**src/hdl/assert_macros.svh**
```systemverilog
// ----------------------------------------------------------------------------
// Assertion macros
// Concurrent assertion wrappers; empty when SYNTH is defined.
// ----------------------------------------------------------------------------
`ifndef ASSERT_MACROS_SVH
`define ASSERT_MACROS_SVH
`ifndef SYNTH
`define AST_ASSERT_CLK(lbl, clk, rst_n, prop, msg) \
    lbl: assert property (@(posedge clk) disable iff (!rst_n) prop) else $error(msg);
`define AST_ASSERT(lbl, prop, msg) `AST_ASSERT_CLK(lbl, clk, rst_n, prop, msg)
`else
`define AST_ASSERT_CLK(lbl, clk, rst_n, prop, msg)
`define AST_ASSERT(lbl, prop, msg)
`endif
`endif

```
**src/hdl/ast_pkg.sv**
```systemverilog
// ----------------------------------------------------------------------------
// ast_pkg
// Types and constants shared by the audible state tracker modules.
// ----------------------------------------------------------------------------
package ast_pkg;

    localparam int MARGIN_BITS = 23;
    localparam int MCF_BITS    = 20;
    localparam int CFG_IDX_BITS = 1;
    localparam int CFG_DATA_BITS = 23;

    localparam logic [MARGIN_BITS-1:0] MARGIN_RESET = 23'd839;
    localparam logic [MCF_BITS-1:0]    MCF_RESET    = 20'd4096;

    localparam logic [CFG_IDX_BITS-1:0] REG_SAMPLE_MARGIN = 1'b0;
    localparam logic [CFG_IDX_BITS-1:0] REG_MIN_CHANGE    = 1'b1;

    localparam logic [1:0] CMD_OTHER = 2'd0;
    localparam logic [1:0] CMD_MUSIC = 2'd1;
    localparam logic [1:0] CMD_MIX   = 2'd2;
    localparam logic [1:0] CMD_CLEAR = 2'd3;

    localparam logic [1:0] CODE_SILENT       = 2'd0;
    localparam logic [1:0] CODE_SILENT_MUSIC = 2'd1;
    localparam logic [1:0] CODE_AUDIBLE      = 2'd2;

    typedef enum logic [2:0] {
        ST_SILENT       = 3'b001,
        ST_SILENT_MUSIC = 3'b010,
        ST_AUDIBLE      = 3'b100
    } dev_state_t;

    typedef struct packed {
        logic       valid;
        logic [1:0] cmd;
        logic       first;
        logic       last;
    } frame_ctrl_t;

    typedef struct packed {
        logic       valid;
        logic [1:0] state;
        logic       changed;
    } result_t;

    function automatic logic [1:0] encode_state(dev_state_t s);
        logic [1:0] code;
        unique case (s)
            ST_SILENT:       code = CODE_SILENT;
            ST_SILENT_MUSIC: code = CODE_SILENT_MUSIC;
            ST_AUDIBLE:      code = CODE_AUDIBLE;
            default:         code = CODE_SILENT;
        endcase
        return code;
    endfunction

endpackage

```
**src/hdl/ast_in_stage.sv**
```systemverilog
// ----------------------------------------------------------------------------
// ast_in_stage
// Input register: holds one frame beat until the core can take it.
// ----------------------------------------------------------------------------
module ast_in_stage #(
    parameter int TIME_BITS   = 48,
    parameter int SAMPLE_BITS = 24
) (
    input  logic                          clk,
    input  logic                          rst_n,
    input  logic                          in_valid,
    output logic                          in_stall,
    input  logic [1:0]                    cmd,
    input  logic signed [SAMPLE_BITS-1:0] left_sample,
    input  logic signed [SAMPLE_BITS-1:0] right_sample,
    input  logic [TIME_BITS-1:0]          frame_time,
    input  logic                          first_frame,
    input  logic                          last_frame,
    input  logic                          advance,
    output ast_pkg::frame_ctrl_t          ctrl,
    output logic signed [SAMPLE_BITS-1:0] left_q,
    output logic signed [SAMPLE_BITS-1:0] right_q,
    output logic [TIME_BITS-1:0]          time_q
);
    import ast_pkg::*;

    logic                          vld_reg;
    logic [1:0]                    cmd_reg;
    logic                          first_reg;
    logic                          last_reg;
    logic signed [SAMPLE_BITS-1:0] left_reg;
    logic signed [SAMPLE_BITS-1:0] right_reg;
    logic [TIME_BITS-1:0]          time_reg;

    assign in_stall = vld_reg && !advance;

    always_ff @(posedge clk or negedge rst_n)
    begin
        if (!rst_n)
        begin
            vld_reg <= 1'b0;
        end
        else if (!in_stall)
        begin
            vld_reg <= in_valid;
        end
    end

    always_ff @(posedge clk)
    begin
        if (in_valid && !in_stall)
        begin
            cmd_reg   <= cmd;
            first_reg <= first_frame;
            last_reg  <= last_frame;
            left_reg  <= left_sample;
            right_reg <= right_sample;
            time_reg  <= frame_time;
        end
    end

    always_comb
    begin
        ctrl.valid = vld_reg;
        ctrl.cmd   = cmd_reg;
        ctrl.first = first_reg;
        ctrl.last  = last_reg;
    end

    assign left_q  = left_reg;
    assign right_q = right_reg;
    assign time_q  = time_reg;

endmodule

```
**src/hdl/ast_core.sv**
```systemverilog
// ----------------------------------------------------------------------------
// ast_core
// Buffer audibility, latest-time bookkeeping and the three-state machine.
// ----------------------------------------------------------------------------
`include "assert_macros.svh"

module ast_core #(
    parameter int TIME_BITS   = 48,
    parameter int SAMPLE_BITS = 24
) (
    input  logic                             clk,
    input  logic                             rst_n,
    input  logic                             advance,
    input  ast_pkg::frame_ctrl_t             ctrl,
    input  logic signed [SAMPLE_BITS-1:0]    left_sample,
    input  logic signed [SAMPLE_BITS-1:0]    right_sample,
    input  logic [TIME_BITS-1:0]             frame_time,
    input  logic [ast_pkg::MARGIN_BITS-1:0]  sample_margin,
    input  logic [ast_pkg::MCF_BITS-1:0]     min_change_frames,
    output ast_pkg::result_t                 res
);
    import ast_pkg::*;

    localparam int DW = ((SAMPLE_BITS + 1 > MARGIN_BITS + 1) ? SAMPLE_BITS + 1
                                                              : MARGIN_BITS + 1) + 1;
    localparam int TW = TIME_BITS + 1;

    dev_state_t                    state_reg, state_next;
    logic signed [SAMPLE_BITS-1:0] first_l_reg, first_l_next;
    logic signed [SAMPLE_BITS-1:0] first_r_reg, first_r_next;
    logic                          buf_aud_reg, buf_aud_next;
    logic [TIME_BITS-1:0]          ts_reg, ts_next;
    logic [TIME_BITS-1:0]          tsm_reg, tsm_next;
    logic [TIME_BITS-1:0]          tam_reg, tam_next;
    logic [TIME_BITS-1:0]          tao_reg, tao_next;

    logic                          fire;
    logic signed [SAMPLE_BITS-1:0] ref_l, ref_r;
    logic signed [DW-1:0]          dl, dr, mg;
    logic                          aud_now;
    logic [TIME_BITS-1:0]          ts_upd;
    logic signed [TW-1:0]          mc, d_sil, d_msil, d_aud, d_maud;
    logic                          c_aud, c_mus, c_sil;
    logic                          mix_end;

    assign fire = advance && ctrl.valid;

    // a first frame compares against itself, so it never deviates
    assign ref_l = ctrl.first ? left_sample  : first_l_reg;
    assign ref_r = ctrl.first ? right_sample : first_r_reg;

    assign dl = $signed({{(DW-SAMPLE_BITS){left_sample[SAMPLE_BITS-1]}}, left_sample})
              - $signed({{(DW-SAMPLE_BITS){ref_l[SAMPLE_BITS-1]}}, ref_l});
    assign dr = $signed({{(DW-SAMPLE_BITS){right_sample[SAMPLE_BITS-1]}}, right_sample})
              - $signed({{(DW-SAMPLE_BITS){ref_r[SAMPLE_BITS-1]}}, ref_r});
    assign mg = $signed({{(DW-MARGIN_BITS){1'b0}}, sample_margin});

    assign aud_now = (!ctrl.first && buf_aud_reg)
                   || (dl > mg) || (dl < -mg) || (dr > mg) || (dr < -mg);

    assign mix_end = ctrl.cmd == CMD_MIX && ctrl.last;

    // silent mix buffer raises its latest time before the state is evaluated
    assign ts_upd = (mix_end && !aud_now && frame_time > ts_reg) ? frame_time : ts_reg;

    assign mc     = $signed({{(TW-MCF_BITS){1'b0}}, min_change_frames});
    assign d_sil  = $signed({1'b0, frame_time}) - $signed({1'b0, ts_upd});
    assign d_msil = $signed({1'b0, frame_time}) - $signed({1'b0, tsm_reg});
    assign d_aud  = $signed({1'b0, frame_time}) - $signed({1'b0, tao_reg});
    assign d_maud = $signed({1'b0, frame_time}) - $signed({1'b0, tam_reg});

    assign c_aud = state_reg != ST_AUDIBLE && d_sil >= mc && d_aud <= 0 && tao_reg != '0;
    assign c_mus = ((state_reg == ST_SILENT && d_msil >= mc)
                   || (state_reg == ST_AUDIBLE && d_aud >= mc && d_msil >= mc))
                   && d_maud <= 0 && tam_reg != '0;
    assign c_sil = state_reg != ST_SILENT && d_aud >= mc && d_maud >= mc;

    always_comb
    begin
        state_next   = state_reg;
        first_l_next = first_l_reg;
        first_r_next = first_r_reg;
        buf_aud_next = buf_aud_reg;
        ts_next      = ts_reg;
        tsm_next     = tsm_reg;
        tam_next     = tam_reg;
        tao_next     = tao_reg;
        res.valid    = 1'b0;
        res.changed  = 1'b0;
        if (fire)
        begin
            if (ctrl.cmd == CMD_CLEAR)
            begin
                state_next   = ST_SILENT;
                first_l_next = '0;
                first_r_next = '0;
                buf_aud_next = 1'b0;
                ts_next      = '0;
                tsm_next     = '0;
                tam_next     = '0;
                tao_next     = '0;
            end
            else
            begin
                first_l_next = ref_l;
                first_r_next = ref_r;
                buf_aud_next = ctrl.last ? 1'b0 : aud_now;
                if (ctrl.last)
                begin
                    case (ctrl.cmd)
                        CMD_MUSIC:
                        begin
                            if (aud_now && frame_time > tam_reg)
                                tam_next = frame_time;
                            if (!aud_now && frame_time > tsm_reg)
                                tsm_next = frame_time;
                        end
                        CMD_OTHER:
                        begin
                            if (aud_now && frame_time > tao_reg)
                                tao_next = frame_time;
                        end
                        default:
                        begin
                            ts_next   = ts_upd;
                            res.valid = 1'b1;
                            if (c_aud)
                            begin
                                state_next  = ST_AUDIBLE;
                                res.changed = 1'b1;
                            end
                            else if (c_mus)
                            begin
                                state_next  = ST_SILENT_MUSIC;
                                res.changed = 1'b1;
                            end
                            else if (c_sil)
                            begin
                                state_next  = ST_SILENT;
                                res.changed = 1'b1;
                            end
                        end
                    endcase
                end
            end
        end
        res.state = encode_state(state_next);
    end

    always_ff @(posedge clk or negedge rst_n)
    begin
        if (!rst_n)
        begin
            state_reg   <= ST_SILENT;
            first_l_reg <= '0;
            first_r_reg <= '0;
            buf_aud_reg <= 1'b0;
            ts_reg      <= '0;
            tsm_reg     <= '0;
            tam_reg     <= '0;
            tao_reg     <= '0;
        end
        else
        begin
            state_reg   <= state_next;
            first_l_reg <= first_l_next;
            first_r_reg <= first_r_next;
            buf_aud_reg <= buf_aud_next;
            ts_reg      <= ts_next;
            tsm_reg     <= tsm_next;
            tam_reg     <= tam_next;
            tao_reg     <= tao_next;
        end
    end

    `AST_ASSERT(a_clear_resets, (fire && ctrl.cmd == CMD_CLEAR) |=> (state_reg == ST_SILENT && !buf_aud_reg && tao_reg == '0 && tam_reg == '0), "clear did not reset state")
    `AST_ASSERT(a_changed_moves, (fire && res.valid && res.changed) |=> (state_reg != $past(state_reg)), "changed flag without a state move")
    `AST_ASSERT(a_state_holds, (!(fire && res.changed) && !(fire && ctrl.cmd == CMD_CLEAR)) |=> $stable(state_reg), "state moved without a reported change")

endmodule

```
**src/hdl/ast_out_stage.sv**
```systemverilog
// ----------------------------------------------------------------------------
// ast_out_stage
// Result register towards the receiver; frees the pipe when not stalled.
// ----------------------------------------------------------------------------
module ast_out_stage (
    input  logic             clk,
    input  logic             rst_n,
    input  ast_pkg::result_t res,
    input  logic             out_stall,
    output logic             out_valid,
    output logic [1:0]       audible_state,
    output logic             state_changed,
    output logic             advance
);
    import ast_pkg::*;

    logic       vld_reg;
    logic [1:0] state_reg;
    logic       changed_reg;

    assign advance = !vld_reg || !out_stall;

    always_ff @(posedge clk or negedge rst_n)
    begin
        if (!rst_n)
        begin
            vld_reg <= 1'b0;
        end
        else if (advance)
        begin
            vld_reg <= res.valid;
        end
    end

    always_ff @(posedge clk)
    begin
        if (advance && res.valid)
        begin
            state_reg   <= res.state;
            changed_reg <= res.changed;
        end
    end

    assign out_valid     = vld_reg;
    assign audible_state = state_reg;
    assign state_changed = changed_reg;

endmodule

```
**src/hdl/audible_state_tracker.sv**
```systemverilog
// ----------------------------------------------------------------------------
// audible_state_tracker
// Tracks whether mixed output is silent, silent except music, or audible.
// ----------------------------------------------------------------------------
// Input channel (in_valid / in_stall) carries one stereo frame per beat with
// its command, sample time and first/last buffer marks. Command 3 clears all
// tracking state. Only the last frame of a mixed buffer yields a result beat
// on the output channel (out_valid / out_stall): the new state and a flag
// saying whether this buffer changed it.
// A frame is registered on entry and the result is registered on the way out.
// Throughput: one frame per cycle while the receiver does not stall; the state
// update for a frame is a single pass of compares and subtractions between
// the input and result registers. The user must write registers through
// cfg_write/cfg_index/cfg_data only while idle; the block does not enforce it.
// Reset clears the tracking state and loads the register defaults; no pass
// over storage is needed. When the receiver stalls, the held result and one
// further frame are kept; in_stall then rises until the result is taken.
// ----------------------------------------------------------------------------
module audible_state_tracker #(
    parameter int TIME_BITS   = 48,
    parameter int SAMPLE_BITS = 24
) (
    input  logic                                clk,
    input  logic                                rst_n,
    input  logic                                in_valid,
    output logic                                in_stall,
    input  logic [1:0]                          cmd,
    input  logic signed [SAMPLE_BITS-1:0]       left_sample,
    input  logic signed [SAMPLE_BITS-1:0]       right_sample,
    input  logic [TIME_BITS-1:0]                frame_time,
    input  logic                                first_frame,
    input  logic                                last_frame,
    output logic                                out_valid,
    input  logic                                out_stall,
    output logic [1:0]                          audible_state,
    output logic                                state_changed,
    input  logic                                cfg_write,
    input  logic [ast_pkg::CFG_IDX_BITS-1:0]    cfg_index,
    input  logic [ast_pkg::CFG_DATA_BITS-1:0]   cfg_data
);
    import ast_pkg::*;

    logic [MARGIN_BITS-1:0]        margin_reg;
    logic [MCF_BITS-1:0]           mcf_reg;
    logic                          advance;
    frame_ctrl_t                   ctrl;
    logic signed [SAMPLE_BITS-1:0] left_q, right_q;
    logic [TIME_BITS-1:0]          time_q;
    result_t                       res;

    always_ff @(posedge clk or negedge rst_n)
    begin
        if (!rst_n)
        begin
            margin_reg <= MARGIN_RESET;
            mcf_reg    <= MCF_RESET;
        end
        else if (cfg_write)
        begin
            unique case (cfg_index)
                REG_SAMPLE_MARGIN: margin_reg <= cfg_data[MARGIN_BITS-1:0];
                REG_MIN_CHANGE:    mcf_reg    <= cfg_data[MCF_BITS-1:0];
                default:           ;
            endcase
        end
    end

    ast_in_stage #(
        .TIME_BITS   (TIME_BITS),
        .SAMPLE_BITS (SAMPLE_BITS)
    ) u_in (
        .clk          (clk),
        .rst_n        (rst_n),
        .in_valid     (in_valid),
        .in_stall     (in_stall),
        .cmd          (cmd),
        .left_sample  (left_sample),
        .right_sample (right_sample),
        .frame_time   (frame_time),
        .first_frame  (first_frame),
        .last_frame   (last_frame),
        .advance      (advance),
        .ctrl         (ctrl),
        .left_q       (left_q),
        .right_q      (right_q),
        .time_q       (time_q)
    );

    ast_core #(
        .TIME_BITS   (TIME_BITS),
        .SAMPLE_BITS (SAMPLE_BITS)
    ) u_core (
        .clk               (clk),
        .rst_n             (rst_n),
        .advance           (advance),
        .ctrl              (ctrl),
        .left_sample       (left_q),
        .right_sample      (right_q),
        .frame_time        (time_q),
        .sample_margin     (margin_reg),
        .min_change_frames (mcf_reg),
        .res               (res)
    );

    ast_out_stage u_out (
        .clk           (clk),
        .rst_n         (rst_n),
        .res           (res),
        .out_stall     (out_stall),
        .out_valid     (out_valid),
        .audible_state (audible_state),
        .state_changed (state_changed),
        .advance       (advance)
    );

endmodule
```
**config.mk**
```make
export PLATFORM = sky130hd
export DESIGN_NAME = audible_state_tracker
export DESIGN_NICKNAME = d
export VERILOG_FILES = /design/src/hdl/ast_pkg.sv /design/src/hdl/ast_in_stage.sv /design/src/hdl/ast_core.sv /design/src/hdl/ast_out_stage.sv /design/src/hdl/audible_state_tracker.sv
export VERILOG_INCLUDE_DIRS = /design/src /design/src/hdl
export SDC_FILE = /design/constraint.sdc
export NUM_CORES = 1
export LEC_CHECK = 0
export ABC_AREA = 0
export ABC_CLOCK_PERIOD_IN_PS = 11800
export BUFFER_PORTS_ARGS = -buffer_cell sky130_fd_sc_hd__buf_2
export CORE_AREA = 2 2 288 290
export CTS_CLUSTER_DIAMETER = 30
export DETAILED_ROUTE_END_ITERATION = 10
export DIE_AREA = 0 0 290 292
export HOLD_SLACK_MARGIN = 0.02
export PLACE_DENSITY = 0.63
export SYNTH_ARGS = -nofsm -noshare
export SYNTH_HDL_FRONTEND = slang
export SYNTH_SLANG_ARGS = --single-unit
```
**constraint.sdc**
```tcl
create_clock -name clk -period 11.8 [get_ports clk]
set_input_delay 2.36 -clock clk [delete_from_list [all_inputs] [get_ports clk]]
set_output_delay 2.36 -clock clk [all_outputs]
set_load 0.02 [all_outputs]
```
==> results by group, run 1 <==
Status
  • Status: finished clean

Timing
  • Hold WS: roughly 470 ps
  • Tcrit/Tclk final: 0.938
  • Slew margin rel.: 0.114
  • Worst-margin pin slew: 1300 ps
  • Final Hold Viols: 0
  • Minimum clock period: between 10000 and 15000 ps
  • Achievable Freq: ~90 MHz
  • Slew Limit Fails: 0
  • Setup TNS: 0 ps
  • Final Setup Violations: 0
  • Clock skew: 31.3 ps

Critical path
  • CP peak stage delay: 410 ps
  • Endpoint class of the critical path: register
  • Worst setup SP type: register
  • CP max-delay cell: a21oi_1
  • Worst Path Required: approximately 12000 ps
  • Critical Path Fanout Max: 72
  • CP Class: register to register
  • R2r endpoint: u_out.audible_state[1]$_DFFE_PP_
  • R2R cell count: 46
  • Flop-to-flop setup slack: 730 ps
  • Crit path DAT: 11460 ps
  • Worst r2r src: u_in.first_reg$_DFFE_PP_

Power
  • Power share of the sequential group: 0.234
  • Tot Pwr: about 7.5 mW
  • Psw: 3.15 mW
  • Clk pwr share: 0.313
  • Pwr Density: 182 nW/µm²
  • Combinational cell fraction of total power: 0.453
  • Maximum VDD drop: about 140 µV
  • Cell-internal power: 4.38 mW
  • Leak: 17.5 nW
  • Switching share of power: 0.418

GRT
  • Initial antenna violation count: 1
  • GR Overflow Total: 0
  • Total global routing track utilization: 0.299
  • Vias in the first global route: 32900
  • First-pass GRT wire length: 197000 µm
  • Largest net degree at the start of global routing: about 150

Route
  • DRC: 0
  • DR pass1 iterations: 6
  • Routed Antenna Nets: 0
  • Drt initial violations: 2846
  • Wirelength per Cell: about 23 µm
  • Routed vias/inst: 6.13
  • Via count: between 30000 and 40000
  • Post-Route WL: between 100000 and 150000 µm

Finish
  • Fraction of layout cells with a size suffix above 1: 0.0980
  • Area grow syn2layout: 12.9%
  • Filler Cells Inserted: 7876
  • Fin nets: 5066
  • Post-route core utilization: 0.505
  • N_diodes: 0
  • Commonest non-fill, non-tap cell in the layout: ha_1
  • Most frequent cells in the layout: ha_1 (468), nand2_1 (398), a21oi_1 (373)

Yosys
  • Dominant cell type by area after synthesis: dfrtp_1
  • Async SR Flop Fraction: 0.737
  • Warnings, synthesis: 0
  • Primary FF master, synth: dfrtp_1
  • Yosys top cell area share: 0.193
  • Post-synthesis net count: 4967
  • Distinct cell type count after synthesis: 100
  • Synth area leaders: dfrtp_1 (19%), ha_1 (16%), edfxtp_1 (8.5%)
  • Register area share after synthesis: 0.283
  • Yosys reg bits: between 300 and 400
  • Mapped Cells: ~4400
  • Cell Area, Synth: 36500 µm²
  • Post-synth EDFFs: between 100 and 150
  • Syn avg cell area: 8.37 µm²

Flow run
  • Max-cap viol count: 0

Worst hold path
  • Hold Path Class: register to register
  • Hold path cells: 2
  • Hold EP: u_core.first_r_reg[5]$_DFFE_PN0P_
  • Worst Hold Launch: u_core.first_r_reg[5]$_DFFE_PN0P_

Clock tree
  • CTS tree: built
  • Root Buffer: clkbuf_16
  • Total CTS buffers: roughly 80
  • Clk_lat worst skew: 650 ps
  • Clk buf depth: 3
  • H-tree levels: 3
  • Sink Count: 392
  • Worst-path clk slew: around 50 ps

Die
  • Initial core utilization: 0.448
  • Die Area: 84700 µm²
  • Top-Level Pins: about 130
  • Die X: around 290 µm
  • Num rows: 105
  • Core Box Area: 81600 µm²
  • Die Y: 292 µm

Placement
  • Final HPWL DP: around 100000 µm
  • I/O Buffers: between 100 and 150
  • Routability Congestion: 1.03
-- metal layers --
layer / GRT usage / part of all wire
met1: 0.410 / 0.46
met2: 0.475 / 0.44
met3: 0.0384 / 0.059
met4: 0.129 / 0.043
met5: 0 / 0.000093
-- synthesized netlist by cell type, drive strengths merged (49+ instances only) --
master and number:
a21o 101, a21oi 377, a22o 52, clkbuf 138, dfrtp 281, edfxtp 103
ha 469, inv 325, mux2i 101, nand2 399, nand2b 49, nand3 128
nand4 130, nor2 291, nor2b 54, nor3 86, nor4 56, o21a 76
o21ai 297, o31ai 73, xnor2 109, xor2 52
-- stage by stage --
stage          setup slack [ps]  cell area, µm²  cells
2_1_floorplan              1140           36500   4363
6_report                    734           41200   5602
5_1_grt                   -43.0           41200   5602
3_5_place_dp              -36.2           38300   5441
3_3_place_gp                257           38300   5441
4_1_cts                    62.3           41100   5595
-- repair_timing --
action                                  4_1_cts  5_1_grt
hold buffers                                  0        0
endpoints found under the setup margin        2        6
gates resized for setup                       1       14
setup buffers                                 0        7
-- critical path, delay by kind of cell (launching register included) --
kind / cells / cell delay, ps
simple gates: 15 / 3250
xor+xnor: 2 / 330
flops: 1 / 340
buf+inv: 4 / 870
fa+ha+maj: 4 / 1220
mux: 1 / 240
compound gates: 20 / 4480
-- cells by family after synthesis --
family                     count (synthesis)  share of synthesized area
muxes                                    133                     0.0376
buffers and inverters                    509                     0.0540
DFF                                      392                      0.283
adders and majority gates                475                      0.164
and+or+nand+nor                         1343                      0.179
xor gates and xnor gates                 161                     0.0386
AOI/OAI and AO/OA                       1350                      0.244
-- worst max-delay path by stage --
stage	from	to	slack, ps	cells after the start
global placement	u_in.first_reg$_DFFE_PP_	u_out.audible_state[1]$_DFFE_PP_	260	53
global route	u_in.first_reg$_DFFE_PP_	u_out.audible_state[1]$_DFFE_PP_	-40	51
detailed placement	u_in.first_reg$_DFFE_PP_	u_out.audible_state[1]$_DFFE_PP_	-40	48
CTS	u_in.first_reg$_DFFE_PP_	u_out.audible_state[1]$_DFFE_PP_	60	48
finish	u_in.first_reg$_DFFE_PP_	u_out.audible_state[1]$_DFFE_PP_	730	46
floorplan	u_in.first_reg$_DFFE_PP_	u_out.audible_state[1]$_DFFE_PP_	1140	54
-- power groups by stage --
stage                     clock network [mW]  logic, mW  registers (mW)
after CTS                               2.39       3.34            1.76
after floorplan                            0       2.38            1.72
after global placement                     0       3.31            1.77
after detailed placement                   0       3.31            1.77
after global routing                    2.45       3.77            1.78
final                                   2.35       3.41            1.76
-- layout make-up --
class | count | area (µm²) | share of cell area
Inverter | 325 | 1220 | 0.0296
Sequential cell | 392 | 10300 | 0.251
Tap cell | 1070 | 1340 | 0.0325
Timing Repair Buffer | 199 | 1190 | 0.0288
Clock inverter | 57 | 649 | 0.0157
Multi-Input combinational cell | 3462 | 24300 | 0.590
Clock buffer | 97 | 2190 | 0.0532
(Power assumes the default switching activity.)
==> inputs of run 2 (changes only) <==
Settings changed: CTS_BUF_LIST set to sky130_fd_sc_hd__clkbuf_2.
==> run 2 against run 1 <==
Compared with the run above:
- the run now ends with max-capacitance violations left
- via count up 0.63%
- core utilization fell by 1.9 points
- flip-flop and latch count is the same
- die area unchanged
- cell count up 0.93%
- clock power is 48% lower
- global-route usage about the same
- first-iteration DRC count decreased by 1.4%
- non-clock buffer count grew 1
- highest routed layer unchanged
==> results by group, run 2 (synthesis gave the netlist of run 1 again) <==
Clock tree
  • Total CTS buffers: 108
  • Clk_lat worst skew: 1270 ps
  • CTS tree: built
  • H-tree levels: 3
  • Clk buf depth: 3
  • Hold_buf cts: 0
  • Sink Count: 392
  • Worst-path clk slew: 90 ps
  • Root Buffer: clkbuf_2

Timing
  • Minimum clock period: 10980 ps
  • Setup TNS: 0 ps
  • Final Setup Violations: 0
  • Slew Limit Fails: 0
  • Tcrit/Tclk final: 0.931
  • Achievable Freq: 91.1 MHz
  • Slew margin rel.: 0.0242
  • Worst-margin pin slew: roughly 1400 ps
  • Final Hold Viols: 0
  • Clock skew: between 100 and 150 ps

Worst hold path
  • Hold path cells: 2
  • Hold Path Class: register to register
  • Hold EP: u_core.first_l_reg[20]$_DFFE_PN0P_
  • Worst Hold Launch: u_core.first_l_reg[20]$_DFFE_PN0P_

Route
  • Routed Antenna Nets: 0
  • Post-Route WL: about 130000 µm
  • Routed vias/inst: 6.11
  • DR pass1 iterations: 7
  • DRC: 0
  • Via count: 34500
  • Wirelength per Cell: 22.8 µm
  • Drt initial violations: between 2000 and 3000

Critical path
  • Worst setup SP type: register
  • Endpoint class of the critical path: register
  • Flop-to-flop setup slack: 820 ps
  • Worst r2r src: u_in.first_reg$_DFFE_PP_
  • Worst path bufs/invs: 3
  • R2r endpoint: u_out.audible_state[1]$_DFFE_PP_
  • Crit path DAT: 11930 ps
  • CP Class: register to register
  • Worst Path Required: 12750 ps
  • R2R cell count: 49
  • CP max-delay cell: a2111oi_2
  • Cell family with most CP delay: compound AO/OA/AOI/OAI gates
  • Critical Path Fanout Max: 8
  • CP peak stage delay: 510 ps

Finish
  • Most frequent cells in the layout: ha_1 (468), nand2_1 (398), a21oi_1 (372)
  • Non-filler cells, final: approximately 5700
  • Area grow syn2layout: 8.73%
  • Fraction of layout cells with a size suffix above 1: 0.108
  • Fin nets: 5093
  • Commonest non-fill, non-tap cell in the layout: ha_1

GRT
  • Initial antenna violation count: 4
  • Total global routing track utilization: 0.299
  • First-pass GRT wire length: 197000 µm
  • Largest net degree at the start of global routing: 154
  • Vias in the first global route: 33000
  • GR Overflow Total: 0

Die
  • Initial core utilization: 0.448
  • Core Box Area: ~82000 µm²
  • Top-Level Pins: around 130
  • Die X: 290 µm
  • Die Area: between 80000 and 90000 µm²
  • Die Y: 292 µm
  • Num rows: between 100 and 150

Placement
  • I/O Buffers: 133
  • Inst Count DP: 5441
  • Routability Congestion: 1.03
  • Final HPWL DP: 101000 µm

Flow run
  • Max-cap viol count: 1

Power
  • Maximum VDD drop: 152 µV
  • Tot Pwr: roughly 6.4 mW
  • Leak: 17.1 nW
  • Pwr Density: 161 nW/µm²

Status
  • Status: finished with violations
  • Violated checks: max-capacitance violations
-- run 2: changes by cell type in the layout (fill, tap and decap cells not counted), moves of 8 or more --
cell       delta
clkbuf_2    +155
clkbuf_16    -85
clkinv_4      -8
clkbuf_1     -10
clkinv_2      +8
inv_6        -15
clkinv_1     +12
-- run 2: worst max path at each step --
stage                     slack, ps  depth (start not counted)                               end                      from
after CTS                       150                         49  u_out.audible_state[1]$_DFFE_PP_  u_in.first_reg$_DFFE_PP_
after global placement          260                         53  u_out.audible_state[1]$_DFFE_PP_  u_in.first_reg$_DFFE_PP_
after global routing            -40                         54  u_out.audible_state[1]$_DFFE_PP_  u_in.first_reg$_DFFE_PP_
final                           820                         49  u_out.audible_state[1]$_DFFE_PP_  u_in.first_reg$_DFFE_PP_
after floorplan                1140                         54  u_out.audible_state[1]$_DFFE_PP_  u_in.first_reg$_DFFE_PP_
after detailed placement        -40                         48  u_out.audible_state[1]$_DFFE_PP_  u_in.first_reg$_DFFE_PP_
-- run 2: layer usage --
layer	routed length, µm	global-route usage	up-vias
li1	-	-	16500
met1	58700	0.407	16600
met2	57100	0.475	1127
met3	7830	0.0404	217
met4	5490	0.131	4
met5	26	0	-
-- run 2: worst min-delay path, cell delays in order, from the launching register on --
cell and delay (ps):
dfrtp_1 340, nand2_1 50, o31ai_1 60
-- run 2: layout make-up --
cell class | instances | area (µm²)
fillers | 8106 | 41900
multi-input cells | 3462 | 24300
flip-flops and latches | 392 | 10300
well taps | 1070 | 1340
inverters | 325 | 1220
repair buffers | 200 | 1190
clock buffers | 155 | 776
clock inverters | 45 | 497
diodes | 5 | 12.5
-- run 2: per-stage QoR --
| stage | setup WS, ps | instance area (µm²) | hold slack [ps] | utilization |
|---|---|---|---|---|
| final | 820 | 39700 | 481 | 0.487 |
| after global routing | -36.7 | 39700 | 506 | 0.487 |
| after CTS | 148 | 39600 | 487 | 0.485 |
| after detailed placement | -36.2 | 38300 | 466 | 0.469 |
| after global placement | 257 | 38300 | 459 | 0.469 |
| after floorplan | 1140 | 36500 | 444 | - |
-- run 2: power by group --
group          leakage [nW]  switching, mW  total [mW]  internal, mW
clock network         0.903          0.627        1.23         0.607
logic                  11.3           2.13        3.41          1.28
registers              4.82          0.171        1.75          1.58
-- run 2: timing repair --
action	4_1_cts	5_1_grt
endpoints found under the setup margin	2	6
resized for setup	2	18
endpoints found under the hold margin	0	0
buffers inserted	0	8
